$ cat config.mk
export PLATFORM = sky130hd
export DESIGN_NAME = moving_average_median_cascade_unit_flat
export DESIGN_NICKNAME = d
export VERILOG_FILES = /design/src/hdl/mamc_pkg.sv /design/src/hdl/mamc_in_if.sv /design/src/hdl/mamc_out_if.sv /design/src/hdl/mamc_avg.sv /design/src/hdl/mamc_div.sv /design/src/hdl/mamc_med.sv /design/src/hdl/moving_average_median_cascade_unit.sv /design/src/flat_wrapper.sv
export SDC_FILE = /design/constraint.sdc
export NUM_CORES = 1
export LEC_CHECK = 0
export BUFFER_PORTS_ARGS = -buffer_cell sky130_fd_sc_hd__buf_2
export CAP_MARGIN = 20
export CORE_MARGIN = 5
export CORE_UTILIZATION = 35
export CTS_CLUSTER_SIZE = 24
export DETAILED_ROUTE_END_ITERATION = 16
export PLACE_DENSITY = 0.57
export SLEW_MARGIN = 40
export SYNTH_ARGS = -nofsm -noshare
export SYNTH_HDL_FRONTEND = slang
export SYNTH_SLANG_ARGS = --single-unit
$ cat constraint.sdc
create_clock -name clk -period 7.8 [get_ports clk]
set_input_delay 0.78 -clock clk [delete_from_list [all_inputs] [get_ports clk]]
set_output_delay 0.78 -clock clk [all_outputs]
set_load 0.02 [all_outputs]
$ cat src/hdl/mamc_pkg.sv
//------------------------------------------------------------------------------
// mamc_pkg
// Shared types and defaults of the moving average / median cascade.
//------------------------------------------------------------------------------
`default_nettype none

package mamc_pkg;

	localparam int unsigned SAMPLE_W     = 16;
	localparam int unsigned AVG_TAPS_DEF = 8;
	localparam int unsigned MED_TAPS_DEF = 5;

	typedef logic signed [SAMPLE_W-1:0] sample_t;

	// request kind
	typedef enum logic {
		MODE_FILTER  = 1'b0,
		MODE_PREFILL = 1'b1
	} mode_t;

	// control that travels with a request from the average front end
	typedef struct packed {
		logic prefill;
		logic full;
	} avg_ctl_t;

endpackage

`default_nettype wire

$ cat src/hdl/mamc_in_if.sv
//------------------------------------------------------------------------------
// mamc_in_if
// Input request channel: valid/ready handshake with mode and sample.
//------------------------------------------------------------------------------
`default_nettype none

interface mamc_in_if;

	logic              valid;
	logic              ready;
	logic              mode;
	mamc_pkg::sample_t sample;

	modport source (output valid, output mode, output sample, input ready);
	modport sink   (input valid, input mode, input sample, output ready);

endinterface

`default_nettype wire

$ cat src/hdl/mamc_out_if.sv
//------------------------------------------------------------------------------
// mamc_out_if
// Result channel: valid/ready handshake with the filtered sample.
//------------------------------------------------------------------------------
`default_nettype none

interface mamc_out_if;

	logic              valid;
	logic              ready;
	mamc_pkg::sample_t filtered;

	modport source (output valid, output filtered, input ready);
	modport sink   (input valid, input filtered, output ready);

endinterface

`default_nettype wire

$ cat src/hdl/mamc_avg.sv
//------------------------------------------------------------------------------
// mamc_avg
// Moving average front end: sample delay line, running total, fill tracking.
//------------------------------------------------------------------------------
`default_nettype none

module mamc_avg #(
	parameter int unsigned AVG_TAPS = mamc_pkg::AVG_TAPS_DEF,
	localparam int unsigned TOT_W = mamc_pkg::SAMPLE_W + $clog2(AVG_TAPS)
) (
	input  logic                    clk,
	input  logic                    arst_n,
	input  logic                    in_valid,
	output logic                    in_ready,
	input  logic                    in_mode,
	input  mamc_pkg::sample_t       in_sample,
	output logic                    out_valid,
	input  logic                    out_ready,
	output mamc_pkg::avg_ctl_t      out_ctl,
	output mamc_pkg::sample_t       out_raw,
	output logic signed [TOT_W-1:0] out_total
);

	localparam int unsigned SW    = mamc_pkg::SAMPLE_W;
	localparam int unsigned POS_W = $clog2(AVG_TAPS);
	localparam int unsigned EXT_W = TOT_W - SW;
	localparam logic [POS_W-1:0] POS_LAST = POS_W'(AVG_TAPS - 1);
	localparam logic signed [TOT_W-1:0] TOT_SCALE = TOT_W'(AVG_TAPS);

	mamc_pkg::sample_t       ring_q [AVG_TAPS];
	logic [POS_W-1:0]        pos_q;
	logic                    full_q;
	logic signed [TOT_W-1:0] tot_q;

	logic signed [TOT_W-1:0] x_ext;
	logic signed [TOT_W-1:0] old_ext;
	logic signed [TOT_W-1:0] tot_nxt;
	logic signed [TOT_W-1:0] tot_pre;
	logic                    full_nxt;
	logic                    accept;
	logic                    prefill;

	logic                    v_s1;
	mamc_pkg::avg_ctl_t      ctl_s1;
	mamc_pkg::sample_t       raw_s1;
	logic signed [TOT_W-1:0] tot_s1;

	assign in_ready = !v_s1 || out_ready;
	assign accept   = in_valid && in_ready;
	assign prefill  = (in_mode == mamc_pkg::MODE_PREFILL);

	// oldest entry leaves the total only once the line has been filled
	always_comb begin
		x_ext    = {{EXT_W{in_sample[SW-1]}}, in_sample};
		old_ext  = full_q ? {{EXT_W{ring_q[AVG_TAPS-1][SW-1]}}, ring_q[AVG_TAPS-1]} : '0;
		tot_nxt  = tot_q - old_ext + x_ext;
		tot_pre  = TOT_W'(x_ext * TOT_SCALE);
		full_nxt = full_q || (pos_q == POS_LAST);
	end

	always_ff @(posedge clk or negedge arst_n) begin
		if (!arst_n) begin
			pos_q  <= '0;
			full_q <= 1'b0;
			tot_q  <= '0;
			v_s1   <= 1'b0;
		end else begin
			if (in_ready) begin
				v_s1 <= in_valid;
			end
			if (accept) begin
				if (prefill) begin
					full_q <= 1'b1;
					tot_q  <= tot_pre;
				end else begin
					full_q <= full_nxt;
					tot_q  <= tot_nxt;
					if (!full_q) begin
						pos_q <= pos_q + 1'b1;
					end
				end
			end
		end
	end

	always_ff @(posedge clk) begin
		if (accept) begin
			if (prefill) begin
				for (int i = 0; i < AVG_TAPS; i++) begin
					ring_q[i] <= in_sample;
				end
			end else begin
				ring_q[0] <= in_sample;
				for (int i = 1; i < AVG_TAPS; i++) begin
					ring_q[i] <= ring_q[i-1];
				end
			end
		end
		if (in_ready) begin
			ctl_s1.prefill <= prefill;
			ctl_s1.full    <= prefill || full_nxt;
			raw_s1         <= in_sample;
			tot_s1         <= prefill ? tot_pre : tot_nxt;
		end
	end

	assign out_valid = v_s1;
	assign out_ctl   = ctl_s1;
	assign out_raw   = raw_s1;
	assign out_total = tot_s1;

	// once filled, the line stays filled
	assert property (@(posedge clk) disable iff (!arst_n) full_q |=> full_q)
		else $error("average fill flag dropped");

endmodule

`default_nettype wire

$ cat src/hdl/mamc_div.sv
//------------------------------------------------------------------------------
// mamc_div
// Divide of the running total by the tap count, truncated toward zero.
//------------------------------------------------------------------------------
`default_nettype none

module mamc_div #(
	parameter int unsigned AVG_TAPS = mamc_pkg::AVG_TAPS_DEF,
	localparam int unsigned TOT_W = mamc_pkg::SAMPLE_W + $clog2(AVG_TAPS)
) (
	input  logic                    clk,
	input  logic                    arst_n,
	input  logic                    in_valid,
	output logic                    in_ready,
	input  mamc_pkg::avg_ctl_t      in_ctl,
	input  mamc_pkg::sample_t       in_raw,
	input  logic signed [TOT_W-1:0] in_total,
	output logic                    out_valid,
	input  logic                    out_ready,
	output logic                    out_prefill,
	output mamc_pkg::sample_t       out_avg
);

	localparam int unsigned SW      = mamc_pkg::SAMPLE_W;
	localparam int unsigned SHIFT   = TOT_W + $clog2(AVG_TAPS);
	localparam int unsigned RECIP_W = TOT_W + 2;
	localparam int unsigned PROD_W  = TOT_W + RECIP_W;
	// reciprocal rounded up; exact floor for any magnitude below 2**TOT_W
	localparam longint unsigned RECIP_VAL = (64'd1 << SHIFT) / AVG_TAPS + 64'd1;
	localparam logic [RECIP_W-1:0] RECIP = RECIP_W'(RECIP_VAL);

	logic [TOT_W-1:0]  mag;
	logic [PROD_W-1:0] prod;
	logic              rdy3;

	logic               v_s2;
	mamc_pkg::avg_ctl_t ctl_s2;
	mamc_pkg::sample_t  raw_s2;
	logic [SW-1:0]      q_s2;
	logic               neg_s2;

	logic               v_s3;
	logic               pre_s3;
	mamc_pkg::sample_t  avg_s3;

	assign rdy3     = !v_s3 || out_ready;
	assign in_ready = !v_s2 || rdy3;

	always_comb begin
		mag  = in_total[TOT_W-1] ? TOT_W'(-in_total) : TOT_W'(in_total);
		prod = PROD_W'(mag) * PROD_W'(RECIP);
	end

	always_ff @(posedge clk or negedge arst_n) begin
		if (!arst_n) begin
			v_s2 <= 1'b0;
			v_s3 <= 1'b0;
		end else begin
			if (in_ready) begin
				v_s2 <= in_valid;
			end
			if (rdy3) begin
				v_s3 <= v_s2;
			end
		end
	end

	always_ff @(posedge clk) begin
		if (in_ready) begin
			ctl_s2 <= in_ctl;
			raw_s2 <= in_raw;
			q_s2   <= prod[SHIFT +: SW];
			neg_s2 <= in_total[TOT_W-1];
		end
		if (rdy3) begin
			pre_s3 <= ctl_s2.prefill;
			// raw sample passes until the line has been filled
			if (ctl_s2.full) begin
				avg_s3 <= neg_s2 ? -$signed(q_s2) : $signed(q_s2);
			end else begin
				avg_s3 <= raw_s2;
			end
		end
	end

	assign out_valid   = v_s3;
	assign out_prefill = pre_s3;
	assign out_avg     = avg_s3;

	// a stalled quotient holds until it moves on
	assert property (@(posedge clk) disable iff (!arst_n)
		v_s2 && !rdy3 |=> v_s2 && $stable(q_s2))
		else $error("stalled quotient lost");

endmodule

`default_nettype wire

$ cat src/hdl/mamc_med.sv
//------------------------------------------------------------------------------
// mamc_med
// Median window: shift in averaged value, rank select, result register.
//------------------------------------------------------------------------------
`default_nettype none

module mamc_med #(
	parameter int unsigned MED_TAPS = mamc_pkg::MED_TAPS_DEF
) (
	input  logic              clk,
	input  logic              arst_n,
	input  logic              in_valid,
	output logic              in_ready,
	input  logic              in_prefill,
	input  mamc_pkg::sample_t in_avg,
	output logic              out_valid,
	input  logic              out_ready,
	output mamc_pkg::sample_t out_filtered
);

	localparam int unsigned FILL_W = $clog2(MED_TAPS + 1);
	localparam int unsigned RANK_W = $clog2(MED_TAPS);
	localparam logic [FILL_W-1:0] FILL_FULL = FILL_W'(MED_TAPS);
	localparam logic [RANK_W-1:0] MID       = RANK_W'(MED_TAPS / 2);

	mamc_pkg::sample_t win_q   [MED_TAPS];
	mamc_pkg::sample_t win_nxt [MED_TAPS];
	logic [FILL_W-1:0] fill_q;
	logic [FILL_W-1:0] fill_nxt;
	logic [MED_TAPS-1:0] below [MED_TAPS];
	logic [RANK_W-1:0]   rank  [MED_TAPS];
	mamc_pkg::sample_t median;
	mamc_pkg::sample_t result;
	logic              fire;
	logic              out_valid_q;
	mamc_pkg::sample_t filtered_q;

	assign in_ready = !out_valid_q || out_ready;
	assign fire     = in_valid && in_ready;

	always_comb begin
		for (int i = 0; i < MED_TAPS - 1; i++) begin
			win_nxt[i] = win_q[i+1];
		end
		win_nxt[MED_TAPS-1] = in_avg;
		fill_nxt = (fill_q == FILL_FULL) ? fill_q : fill_q + 1'b1;
	end

	// rank of each entry, ties broken by age; exactly one entry sits at the middle
	always_comb begin
		for (int i = 0; i < MED_TAPS; i++) begin
			for (int j = 0; j < MED_TAPS; j++) begin
				below[i][j] = (win_nxt[j] < win_nxt[i]) ||
					((j < i) && (win_nxt[j] == win_nxt[i]));
			end
			rank[i] = RANK_W'($countones(below[i]));
		end
		median = '0;
		for (int i = 0; i < MED_TAPS; i++) begin
			if (rank[i] == MID) begin
				median = median | win_nxt[i];
			end
		end
		result = (fill_nxt == FILL_FULL) ? median : in_avg;
	end

	always_ff @(posedge clk or negedge arst_n) begin
		if (!arst_n) begin
			fill_q      <= '0;
			out_valid_q <= 1'b0;
		end else begin
			if (fire) begin
				out_valid_q <= !in_prefill;
				fill_q      <= in_prefill ? FILL_FULL : fill_nxt;
			end else if (out_ready) begin
				out_valid_q <= 1'b0;
			end
		end
	end

	always_ff @(posedge clk) begin
		if (fire) begin
			if (in_prefill) begin
				for (int i = 0; i < MED_TAPS; i++) begin
					win_q[i] <= in_avg;
				end
			end else begin
				win_q <= win_nxt;
			end
			filtered_q <= result;
		end
	end

	assign out_valid    = out_valid_q;
	assign out_filtered = filtered_q;

	assert property (@(posedge clk) disable iff (!arst_n) fill_q <= FILL_FULL)
		else $error("median fill count out of range");

	// a prefill request never leaves a result behind
	assert property (@(posedge clk) disable iff (!arst_n)
		fire && in_prefill |=> !out_valid_q)
		else $error("prefill produced a result");

endmodule

`default_nettype wire

$ cat src/hdl/moving_average_median_cascade_unit.sv
//------------------------------------------------------------------------------
// moving_average_median_cascade_unit
// Signed sample cleaner: moving average followed by a sliding median.
//------------------------------------------------------------------------------
// usage
//   din  : request channel (valid/ready) with mode and a signed 16-bit sample.
//          mode filter -> one result on dout; mode prefill -> loads every tap of
//          both windows with the sample, marks them full, gives no result.
//   dout : result channel (valid/ready) with the filtered sample.
//   path      : a taken request is registered in turn by the running total,
//               reciprocal multiply, sign/select and median rank stages.
//   throughput: one request per cycle unless stalled; every stage has its own
//               valid bit; bubbles close up, requests flow while a result waits.
//   stall     : a result held on dout backs up stage by stage; din.ready drops
//               only when all four stages hold work.
//   reset     : arst_n clears the running total, fill flags and valid bits;
//               the sample line and median window need no clearing since their
//               entries are read only after being written.
//   until the average line has seen AVG_TAPS samples the raw sample passes
//   through it; until the median has seen MED_TAPS values the averaged value
//   passes through it.
//------------------------------------------------------------------------------
`default_nettype none

module moving_average_median_cascade_unit #(
	parameter int unsigned AVG_TAPS = mamc_pkg::AVG_TAPS_DEF,
	parameter int unsigned MED_TAPS = mamc_pkg::MED_TAPS_DEF
) (
	input logic         clk,
	input logic         arst_n,
	mamc_in_if.sink     din,
	mamc_out_if.source  dout
);

	localparam int unsigned TOT_W = mamc_pkg::SAMPLE_W + $clog2(AVG_TAPS);

	// average front end -> divider
	logic                    avg_valid;
	logic                    avg_ready;
	mamc_pkg::avg_ctl_t      avg_ctl;
	mamc_pkg::sample_t       avg_raw;
	logic signed [TOT_W-1:0] avg_total;

	// divider -> median
	logic                    div_valid;
	logic                    div_ready;
	logic                    div_prefill;
	mamc_pkg::sample_t       div_avg;

	// running total over the sample line, fill tracking, prefill load
	mamc_avg #(
		.AVG_TAPS (AVG_TAPS)
	) u_avg (
		.clk       (clk),
		.arst_n    (arst_n),
		.in_valid  (din.valid),
		.in_ready  (din.ready),
		.in_mode   (din.mode),
		.in_sample (din.sample),
		.out_valid (avg_valid),
		.out_ready (avg_ready),
		.out_ctl   (avg_ctl),
		.out_raw   (avg_raw),
		.out_total (avg_total)
	);

	// total / AVG_TAPS by reciprocal multiply, then sign restore and pass-through
	mamc_div #(
		.AVG_TAPS (AVG_TAPS)
	) u_div (
		.clk         (clk),
		.arst_n      (arst_n),
		.in_valid    (avg_valid),
		.in_ready    (avg_ready),
		.in_ctl      (avg_ctl),
		.in_raw      (avg_raw),
		.in_total    (avg_total),
		.out_valid   (div_valid),
		.out_ready   (div_ready),
		.out_prefill (div_prefill),
		.out_avg     (div_avg)
	);

	// median window and output register
	mamc_med #(
		.MED_TAPS (MED_TAPS)
	) u_med (
		.clk          (clk),
		.arst_n       (arst_n),
		.in_valid     (div_valid),
		.in_ready     (div_ready),
		.in_prefill   (div_prefill),
		.in_avg       (div_avg),
		.out_valid    (dout.valid),
		.out_ready    (dout.ready),
		.out_filtered (dout.filtered)
	);

	// input backs up only behind a result that the receiver is holding off
	assert property (@(posedge clk) disable iff (!arst_n)
		!din.ready |-> dout.valid && !dout.ready)
		else $error("input stalled with no result waiting");

endmodule

`default_nettype wire
$ cat src/flat_wrapper.sv
// flat-port wrapper written by rule: the top's interface ports become plain ports
module moving_average_median_cascade_unit_flat 
#(
	parameter int unsigned AVG_TAPS = mamc_pkg::AVG_TAPS_DEF,
	parameter int unsigned MED_TAPS = mamc_pkg::MED_TAPS_DEF
)
  (clk, arst_n, din_valid, din_mode, din_sample, din_ready, dout_valid, dout_filtered, dout_ready);
  mamc_in_if din_i ();
  mamc_out_if dout_i ();
  input logic clk;
  input logic arst_n;
  input wire logic [$bits(din_i.valid)-1:0] din_valid;
  input wire logic [$bits(din_i.mode)-1:0] din_mode;
  input wire logic [$bits(din_i.sample)-1:0] din_sample;
  output wire logic [$bits(din_i.ready)-1:0] din_ready;
  output wire logic [$bits(dout_i.valid)-1:0] dout_valid;
  output wire logic [$bits(dout_i.filtered)-1:0] dout_filtered;
  input wire logic [$bits(dout_i.ready)-1:0] dout_ready;
  assign din_i.valid = din_valid;
  assign din_i.mode = din_mode;
  assign din_i.sample = din_sample;
  assign din_ready = din_i.ready;
  assign dout_valid = dout_i.valid;
  assign dout_filtered = dout_i.filtered;
  assign dout_i.ready = dout_ready;
  moving_average_median_cascade_unit #(.AVG_TAPS(AVG_TAPS), .MED_TAPS(MED_TAPS)) u_core (.clk(clk), .arst_n(arst_n), .din(din_i), .dout(dout_i));
endmodule
==> impl_metrics.tcl, run 1 <==
set metrics [dict create \
    cts_max_level 2 \
    cts_setup_buffers 0 \
    r2r_start "u_core.u_div.out_avg[15]$_DFFE_PP_" \
    io_buffers 38 \
    antenna_found_initial 0 \
    seq_area_frac_synth_pct 51.5 \
    ys_ff_latch 327 \
    hold_viol 0 \
    grt-ovfl-total 0 \
    dp_cells 2329 \
    fin_nets 1922 \
    yosys.area.top_type "edfxtp_1" \
    cp-startpoint "u_core.u_div.out_avg[15]$_DFFE_PP_" \
    clockBufferDepth 3 \
    cts_resized 0 \
    syn_to_final_growth_pct 12.5 \
    p_per_area_nw_per_um2 477 \
    drv_slew 0 \
    setup_viol 0 \
    first_iter_violations 956 \
    pwr-share-comb_pct 52.5 \
    netlist_instances 1635 \
    worstSkewPairLatency_ns 0.56 \
    critPathArrivalTime_ns 5.28 \
    min_period_ns 4.86 \
    irDropWorstVdd_mv 0.381 \
    cts_tree "yes" \
    fp.dieW_um 242 \
    setup_slack_ns 2.94 \
    synth.distinct_cells 65 \
    core_region_area_um2 52900 \
    p_leak_nw 9.13 \
    dieArea_um2 58400 \
    slew_headroom_pct 44.6 \
    final_layout_size_suffix_gt1_share_pct 8.13 \
    crit_fanout 16 \
    endpoint_kind "flop" \
    track_usage_pct 15.3 \
    grt_pass1_vias 12900 \
    crit_type "flop to flop" \
    place.gp.congestion 0.928 \
    hold_buffers 0 \
    yosysWarnings 0 \
    synth_flop_cell "edfxtp_1" \
    cts_made_buffers 38 \
    p_int_mw 5.84 \
    finalNonFillerCells 2398 \
    drv_cap 0 \
    clock_sinks 327 \
    fin_hold_ws_ns 0.180 \
    synth_nets 1876 \
    rows 84 \
    ant_nets 0 \
    skew_ns 0.0204 \
    netlist_area_um2 18800 \
    clk_pin_slew_ns 0.06 \
    seq_power_share_pct 29.7 \
    async_reset_ff_share_pct 9.17 \
    fmax_mhz 206 \
    synth-edff-count 297 \
    root_buffer "clkbuf_16" \
    hpwl_mm 33.5 \
    initial_core_util_pct 35.5 \
    critPathLaunchType "flop" \
    routed_wl_mm 45.5 \
    switching_share_pct 42.0 \
    grt_pass1_wl_mm 72.0 \
    p_sw_mw 4.23 \
    wl_per_cell_um 19.0 \
    drc 0 \
    route.vias.total 12700 \
    die_h_um 242 \
    via_per_inst 5.31 \
    period_share_pct 62.3 \
    drt_pass1_iterations 7 \
    syn_area_per_cell_um2 11.5 \
    rsz0062_at_grt "no" \
    clockPowerShare_pct 17.8 \
    synth_area_leaders "edfxtp_1, ha_1, a21o_1" \
    synth_top_area_share_pct 47.5 \
    diodes 0 \
    worstMarginPinSlew_ns 0.828 \
    worstPathRequired_ns 8.22 \
    io_pins 39 \
    hold_path_class "primary input to asynchronous set/reset pin" \
    grt_max_degree 98 \
    finalSetupTns_ns 0 \
    status "completed" \
    place_ws_ns 2.98 \
]
sequential cells by signal (all words and copies together) (netlist names):
name / count
u_core.u_div.raw_s2: 16
u_core.u_avg.out_valid: 1
u_core.u_med.win_nxt: 64
u_core.u_div.out_avg: 16
u_core.u_med.fill_q: 3
u_core.u_avg.tot_q: 19
u_core.u_avg.pos_q: 3
u_core.u_avg.out_total: 19
u_core.u_div.out_valid: 1
u_core.u_avg.full_q: 1
u_core.u_div.out_prefill: 1
u_core.u_avg.out_ctl: 2
u_core.u_div.neg_s2: 1
u_core.u_med.out_valid: 1
u_core.u_med.out_filtered: 16
u_core.u_div.q_s2: 16
u_core.u_avg.out_raw: 16
u_core.u_div.ctl_s2: 2
u_core.u_div.v_s2: 1
u_core.u_avg.ring_q: 128
metal layers:
| metal | global-route usage, % | vias up | wire length (µm) |
|---|---|---|---|
| met1 | 20.1 | 6211 | 19900 |
| met3 | 2.45 | 81 | 2300 |
| met2 | 26.1 | 288 | 21900 |
| met4 | 4.88 | 0 | 1370 |
| li1 | - | 6152 | - |
| met5 | 0 | - | 0 |
through the flow:
stage	cell area [µm²]	util [%]	power, mW
global placement	19800	37.4	7.99
CTS	21100	39.9	10.1
finish	21100	39.9	10.1
floorplan	18800	-	6.39
detailed placement	19900	37.6	8.25
global route	21100	39.9	10.8
placed cells by master, fill, tap and decap left out, types with 8 or more instances in the layout:
master     instances
and3_1             8
nand2_1          114
a21o_1           108
nor3_1            12
or3_1              9
xnor2_1           29
nor2_1            70
dfrtp_1           30
o21a_1            12
buf_4             10
inv_1            167
nand2b_1          11
a21oi_1           73
xor2_1            16
nand4_1           25
buf_2             37
clkbuf_16         38
and2_1            21
a211oi_1           8
ha_1             196
edfxtp_1         297
o211ai_1           9
a22oi_1           10
a221o_1           13
fa_1              24
nor2b_1           18
and4_1             8
a22o_1            27
clkbuf_1           9
mux2_2            10
o31ai_1           19
o21ai_0          131
nand3_1           22
critical path, stage by stage (launching register included):
cell      delay, ns
edfxtp_1       0.50
inv_1          0.17
ha_1           0.35
or4b_2         0.59
a21oi_1        0.15
o211ai_1       0.13
o21ai_0        0.60
fa_1           0.53
ha_1           0.20
fa_1           0.48
nand2b_1       0.09
o21ai_4        0.66
a22o_1         0.27
area by class of cell:
cell class / count / area (µm²)
sequential: 327 / 9670
clock buffer: 47 / 985
multi-input combinational: 1093 / 8370
tap: 688 / 861
timing repair buffer: 53 / 328
fill: 5014 / 31800
clock inverter: 22 / 264
inverter: 168 / 636
power groups by stage:
| stage | clock [mW] | sequential (mW) | combinational (mW) |
|---|---|---|---|
| 6_report | 1.79 | 2.99 | 5.28 |
| 5_1_grt | 1.92 | 3.05 | 5.84 |
| 4_1_cts | 1.85 | 3.00 | 5.26 |
| 3_5_place_dp | 0 | 3.03 | 5.22 |
| 3_3_place_gp | 0 | 3.01 | 4.98 |
| 2_1_floorplan | 0 | 2.91 | 3.48 |
kinds of logic (layout without fill, tap and decap cells):
logic type / Yosys count / after routing / share of synthesized area [%]
AOI/OAI and AO/OA: 457 / 457 / 16.1
xor gates and xnor gates: 45 / 45 / 2.10
adders and majority gates: 220 / 220 / 15.6
buffers and inverters: 215 / 290 / 4.31
DFF: 327 / 327 / 51.5
muxes: 13 / 13 / 0.760
and+or+nand+nor: 358 / 358 / 9.56
cells in the mapped netlist, types with 11 or more instances:
master and n:
edfxtp_1 297, ha_1 196, inv_1 168, o21ai_0 131
nand2_1 115, a21o_1 108, a21oi_1 73, nor2_1 73
clkbuf_1 41, dfrtp_1 30, xnor2_1 29, a22o_1 27
nand4_1 25, fa_1 24, nand3_1 23, and2_1 22
o31ai_1 19, nor2b_1 18, xor2_1 16, a221o_1 13
nor3_1 12, o21a_1 12, nand2b_1 11
final timing paths:
check / depth (start not counted) / end / slack, ns
worst max register to register: 12 / u_core.u_med.out_filtered[9]$_DFFE_PP_ / 2.94
min in group clk: 0 / u_core.u_div.raw_s2[14]$_DFFE_PP_ / 0.42
worst min register to register: 0 / u_core.u_div.raw_s2[14]$_DFFE_PP_ / 0.42
worst min-delay path: 1 / u_core.u_div.v_s2$_DFFE_PN0P_ / 0.18
max in group asynchronous: 1 / u_core.u_avg.tot_q[14]$_DFFE_PN0P_ / 7.27
worst max-delay path: 12 / u_core.u_med.out_filtered[9]$_DFFE_PP_ / 2.94
Power figures use the tool's default switching activity.
==> run 2, diff against run 1 <==
- clock period: 7.8 -> 4.55 ns (I/O delays scaled with it)
==> run 2 against run 1 <==
- total power grew 72%
- clock power up 65%
- clock skew is 0.0058 ns higher
- register-to-register slack worse by 2.8 ns
- global-route usage hardly changed
- first-iteration DRC count fell by 17%
- critical endpoint is now u_core.u_med.out_filtered[8]$_DFFE_PP_
- largest cell class unchanged
==> impl_metrics.tcl, run 2 (synthesis results as in run 1) <==
set metrics [dict create \
    status "completed" \
    fp.dieW_um 242 \
    hold_path_class "primary input to flop" \
    cts_made_buffers 38 \
    setup_viol 0 \
    final_layout_size_suffix_gt1_share_pct 10.9 \
    grt_pass1_vias 12900 \
    min_period_ns 4.38 \
    first_iter_violations 791 \
    rows 84 \
    seq_area_um2 9670 \
    worstPathRequired_ns 4.86 \
    layout_common_cells "edfxtp_1, ha_1, inv_1, o21ai_0, nand2_1" \
    multi_input_area_um2 8370 \
    routed_wl_mm 46.0 \
    r2r_start "u_core.u_med.win_nxt[78]$_DFFE_PP_" \
    cp_num_buf_inv 3 \
    drt_pass1_iterations 8 \
    grt_pass1_wl_mm 71.9 \
    slowest_stage "fa_1" \
    hold_start "din_valid" \
    n_fill_cell 5054 \
    core_region_area_um2 52900 \
    setup_slack_ns 0.166 \
    hpwl_mm 34.7 \
    route.vias.total 12700 \
    grtUsageMet3_pct 2.16 \
    endpoint_kind "flop" \
    slew_headroom_pct 47.0 \
    via_per_inst 5.22 \
    top_register "u_core.u_avg.ring_q" \
    diodes 0 \
    io_pins 39 \
    clock_sinks 327 \
    worstSkewPairLatency_ns 0.57 \
    hold_viol 0 \
    p_per_area_nw_per_um2 806 \
    place_ws_ns -0.0495 \
    irDropWorstVdd_mv 0.538 \
    critPathMaxStageDelay_ns 0.54 \
    fmax_mhz 228 \
    crit_fanout 7 \
    drv_slew 0 \
    track_usage_pct 15.3 \
    drv_cap 0 \
    die_h_um 242 \
    grt_busiest_layer "met2" \
    wl_per_cell_um 18.9 \
    crit_family "adder cells" \
    cts_max_level 2 \
    cp-startpoint "u_core.u_med.win_nxt[78]$_DFFE_PP_" \
    syn_to_final_growth_pct 14.3 \
    p_leak_nw 9.34 \
    dieArea_um2 58400 \
    gr-usage-met2_pct 25.8 \
    grt-ovfl-total 0 \
    initial_core_util_pct 35.5 \
    critPathArrivalTime_ns 4.69 \
    critPathLaunchType "flop" \
    met1_usage_pct 20.3 \
    skew_ns 0.0262 \
    power_mw 17.3 \
    drc 0 \
    place_area_um2 20100 \
    final_area_um2 21400 \
    worstMarginPinSlew_ns 0.795 \
    io_buffers 38 \
    crit_type "flop to flop" \
    place.gp.congestion 0.917 \
    layout_commonest_cell "edfxtp_1" \
    largest_register_ffs 128 \
    fin_hold_ws_ns 0.109 \
    antenna_found_initial 0 \
    fin_nets 1963 \
    cpMostUsedCell "ha_1" \
    cts_tree "yes" \
    worstPathCellList "ha_1, nand4_1, nor3_1, buf_4, o21a_1, o31ai_1, a21oi_1, nor3_2, fa_1, inv_1, ha_1, ha_1, nor3b_2, buf_4, a22o_1, a221o_1, a22o_1" \
    root_buffer "clkbuf_16" \
    period_share_pct 96.4 \
    grt_max_degree 68 \
    ant_nets 0 \
    clockBufferDepth 3 \
    clk_pin_slew_ns 0.06 \
]
-- run 2: worst register-to-register path: stages, from the launching register on --
cell and delay [ns]:
edfxtp_1 0.52, ha_1 0.36, nand4_1 0.23, nor3_1 0.24
buf_4 0.16, o21a_1 0.12, o31ai_1 0.10, a21oi_1 0.24
nor3_2 0.12, fa_1 0.54, inv_1 0.04, ha_1 0.18
ha_1 0.26, nor3b_2 0.18, buf_4 0.18, a22o_1 0.24
a221o_1 0.26, a22o_1 0.18
-- run 2: repair_timing --
item | CTS | global route
setup endpoints to repair | 10 | 13
resized for setup | 2 | 9
hold buffers | 1 | 0
endpoints found under the hold margin | 30 | 0
setup buffers | 0 | 6
pin swaps | 0 | 1
-- run 2: stage by stage --
stage	util [%]	TNS [ns]	cells
3_3_place_gp	38.0	-0.206	2360
2_1_floorplan	-	0	1635
6_report	40.6	0	2438
5_1_grt	40.6	-0.00304	2438
4_1_cts	40.4	0	2432
3_5_place_dp	38.1	-0.310	2363
-- run 2: final timing paths --
path / cells after the start / slack (ns) / to
worst max-delay path: 17 / 0.17 / u_core.u_med.out_filtered[8]$_DFFE_PP_
worst min-delay path: 3 / 0.11 / u_core.u_avg.out_valid$_DFFE_PN0N_
worst max register to register: 17 / 0.17 / u_core.u_med.out_filtered[8]$_DFFE_PP_
worst min register to register: 0 / 0.42 / u_core.u_div.ctl_s2[0]$_DFFE_PP_
max in group asynchronous: 2 / 3.82 / u_core.u_avg.tot_q[8]$_DFFE_PN0P_
min in group asynchronous: 2 / 0.40 / u_core.u_avg.out_valid$_DFFE_PN0N_
-- run 2: final cells by class --
type / count / area share [%]
Clock buffer: 51 / 4.94
Clock inverter: 17 / 0.688
Inverter: 168 / 2.96
Multi-Input combinational cell: 1093 / 39.0
Sequential cell: 327 / 45.1
Tap cell: 688 / 4.01
Timing Repair Buffer: 94 / 3.31
-- run 2: layer usage --
layer	wire, µm	part of all wire [%]
met5	0	0
met3	1990	4.3
met4	1580	3.4
met1	20600	45
met2	21900	48
-- run 2: report_power, final --
group	total, mW	internal [mW]	leakage (nW)	switching [mW]
Clock	2.95	1.71	0.589	1.24
Combinational	9.27	4.04	5.41	5.23
Sequential	5.07	4.40	3.33	0.664
Total	17.3	10.1	9.34	7.14
==> run 3, diff against run 2 <==
- ABC_AREA: default -> 1
- clock period: 4.55 -> 4.9 ns (I/O delays scaled with it)
==> run 3 against run 2 <==
- combinational power decreased by 9.2%
- fmax decreased by 1.8%
- final area increased by 0.20%
- sequential share of layout area decreased by 0.089 points
- critical path type unchanged
==> impl_metrics.tcl, run 3 <==
set metrics [dict create \
    status "completed" \
    top_register "u_core.u_avg.ring_q" \
    worstPathRequired_ns 5.18 \
    synth_area_leaders "edfxtp_1, ha_1, nand2_1" \
    syn_area_per_cell_um2 9.47 \
    endpoint_kind "flop" \
    hold_path_class "primary input to flop" \
    layout_common_cells "nand2_1, edfxtp_1, inv_1, ha_1, o21ai_0" \
    p_int_mw 8.55 \
    clockPowerShare_pct 17.3 \
    dieArea_um2 60000 \
    ys_ff_latch 327 \
    yosys.area.top_type "edfxtp_1" \
    route.vias.total 13900 \
    seq_power_share_pct 29.5 \
    grt_pass1_wl_mm 73.7 \
    hpwl_mm 34.6 \
    setup_viol 0 \
    switching_share_pct 46.0 \
    synthTopCellsByCount "nand2_1, edfxtp_1, inv_1" \
    ant_nets 0 \
    io_buffers 38 \
    die_h_um 245 \
    worstSkewPairLatency_ns 0.55 \
    p_leak_nw 9.81 \
    largest_register_ffs 128 \
    grt_pass1_vias 13800 \
    slowest_stage "or3b_1" \
    hold_viol 0 \
    place.gp.congestion 0.929 \
    fp.dieW_um 245 \
    seq_area_frac_synth_pct 50.1 \
    antenna_found_initial 0 \
    root_buffer "clkbuf_16" \
    critPathLaunchType "flop" \
    min_period_ns 4.46 \
    cts_setup_buffers 0 \
    critPathArrivalTime_ns 4.74 \
    period_share_pct 91.1 \
    crit_type "flop to flop" \
    io_pins 39 \
    rsz0062_at_grt "no" \
    cts_max_level 2 \
    cts_made_buffers 37 \
    synth_top_area_share_pct 46.2 \
    netlist_instances 2039 \
    core_region_area_um2 54900 \
    final_layout_size_suffix_gt1_share_pct 6.80 \
    clk_pin_slew_ns 0.06 \
    cts_tree "yes" \
    drt_pass1_iterations 5 \
    grt-ovfl-total 0 \
    initial_core_util_pct 35.2 \
    routed_wl_mm 46.2 \
    crit_fanout 16 \
    fin_nets 2329 \
    skew_ns 0.0134 \
    via_per_inst 4.94 \
    finalSetupTns_ns 0 \
    cp_num_buf_inv 2 \
    cts_resized 0 \
    track_usage_pct 15.3 \
    worstMarginPinSlew_ns 0.839 \
    wl_per_cell_um 16.4 \
    slew_headroom_pct 44.1 \
    clockBufferDepth 3 \
    synth.distinct_cells 46 \
    drv_slew 0 \
    netlist_area_um2 19300 \
    clock_sinks 327 \
    yosysWarnings 0 \
    p_per_area_nw_per_um2 736 \
    async_reset_ff_share_pct 9.17 \
    synth_flop_cell "edfxtp_1" \
    drc 0 \
    grt_max_degree 97 \
    fin_hold_ws_ns 0.226 \
    irDropWorstVdd_mv 0.718 \
    syn_to_final_growth_pct 11.3 \
    yosysMostFrequentCell "nand2_1" \
    synth-edff-count 297 \
    fmax_mhz 224 \
    rows 86 \
    p_sw_mw 7.27 \
    layout_commonest_cell "nand2_1" \
    first_iter_violations 971 \
    worstPathCellList "ha_1, nand2_1, nor2_1, a21boi_0, o21ai_0, nand2_1, nand2_1, nand3_1, inv_1, fa_1, inv_1, ha_1, ha_1, or3b_1, o21ai_0, a21oi_1, o22ai_1" \
    diodes 0 \
    critPathMaxStageDelay_ns 0.71 \
    drv_cap 0 \
    crit_family "adder cells" \
    synth_nets 2280 \
    pwr-share-comb_pct 53.2 \
]
==> run 3: cell count changes after synthesis, sizes merged, moves of 38 or more <==
cell	previous run	this run
nor2	73	111
a21o	108	5
nand2	115	545
a21oi	73	120
inv	168	282
nand3	23	83
==> run 3: cells by family after synthesis <==
kind of cell | after synthesis | share of synthesized area (%)
buffers and inverters | 330 | 7.02
AOI/OAI and AO/OA | 332 | 9.14
DFF | 327 | 50.1
xor gates and xnor gates | 29 | 1.32
adders and majority gates | 220 | 15.2
and+or+nand+nor | 801 | 17.3
==> run 3: worst min-delay path, stage by stage <==
cell and delay [ns]:
buf_2 0.07, inv_1 0.04, nand2_2 0.08, nand2_1 0.06
==> run 3: worst paths after layout <==
kind | from | endpoint | slack, ns | cells past startpoint
min reg2reg | u_core.u_avg.out_ctl[1]$_DFFE_PN_ | u_core.u_div.ctl_s2[1]$_DFFE_PP_ | 0.42 | 0
max in group asynchronous | arst_n | u_core.u_avg.tot_q[5]$_DFFE_PN0P_ | 4.14 | 4
max | u_core.u_med.win_nxt[71]$_DFFE_PP_ | u_core.u_med.out_filtered[12]$_DFFE_PP_ | 0.44 | 17
min | dout_ready | u_core.u_med.out_valid$_DFFE_PN0P_ | 0.23 | 4
max reg2reg | u_core.u_med.win_nxt[71]$_DFFE_PP_ | u_core.u_med.out_filtered[12]$_DFFE_PP_ | 0.44 | 17
min in group asynchronous | arst_n | u_core.u_med.fill_q[1]$_DFFE_PN0P_ | 0.29 | 2
==> run 3: metal layers <==
metal	wire length, µm	GRT usage, %	part of all wire [%]
met1	20500	20.0	44
met2	22000	25.9	48
met3	2420	2.80	5.2
met4	1290	4.72	2.8
met5	0	0	0
==> run 3: area by class of cell <==
type                            instances  area (µm²)
Timing Repair Buffer                   57         375
Inverter                              283        1070
Sequential cell                       327        9670
Multi-Input combinational cell       1382        8290
Fill cell                            5448       33400
Clock inverter                         25         211
Tap cell                              704         881
Clock buffer                           43         990
==> run 3: per-stage QoR <==
step	worst slack (ns)	cells	cell area, µm²	utilization, %	total power [mW]
floorplan	0.970	2039	19300	-	10.4
detailed placement	0.259	2752	20300	36.9	13.1
CTS	0.229	2821	21500	39.1	15.9
global route	0.273	2821	21500	39.2	17.3
finish	0.437	2821	21500	39.2	15.8
global placement	0.362	2750	20200	36.8	13.0
==> run 3: power groups by stage <==
stage,clock network [mW],registers (mW),logic (mW)
after floorplan,0,4.58,5.83
after global placement,0,4.70,8.28
after detailed placement,0,4.73,8.37
after CTS,2.84,4.67,8.40
after global routing,2.94,4.76,9.57
final,2.73,4.67,8.42
==> run 3: timing repair <==
action                                  CTS  global route
hold endpoints to repair                 17             0
endpoints found under the setup margin    0             0
hold buffers                              1             0
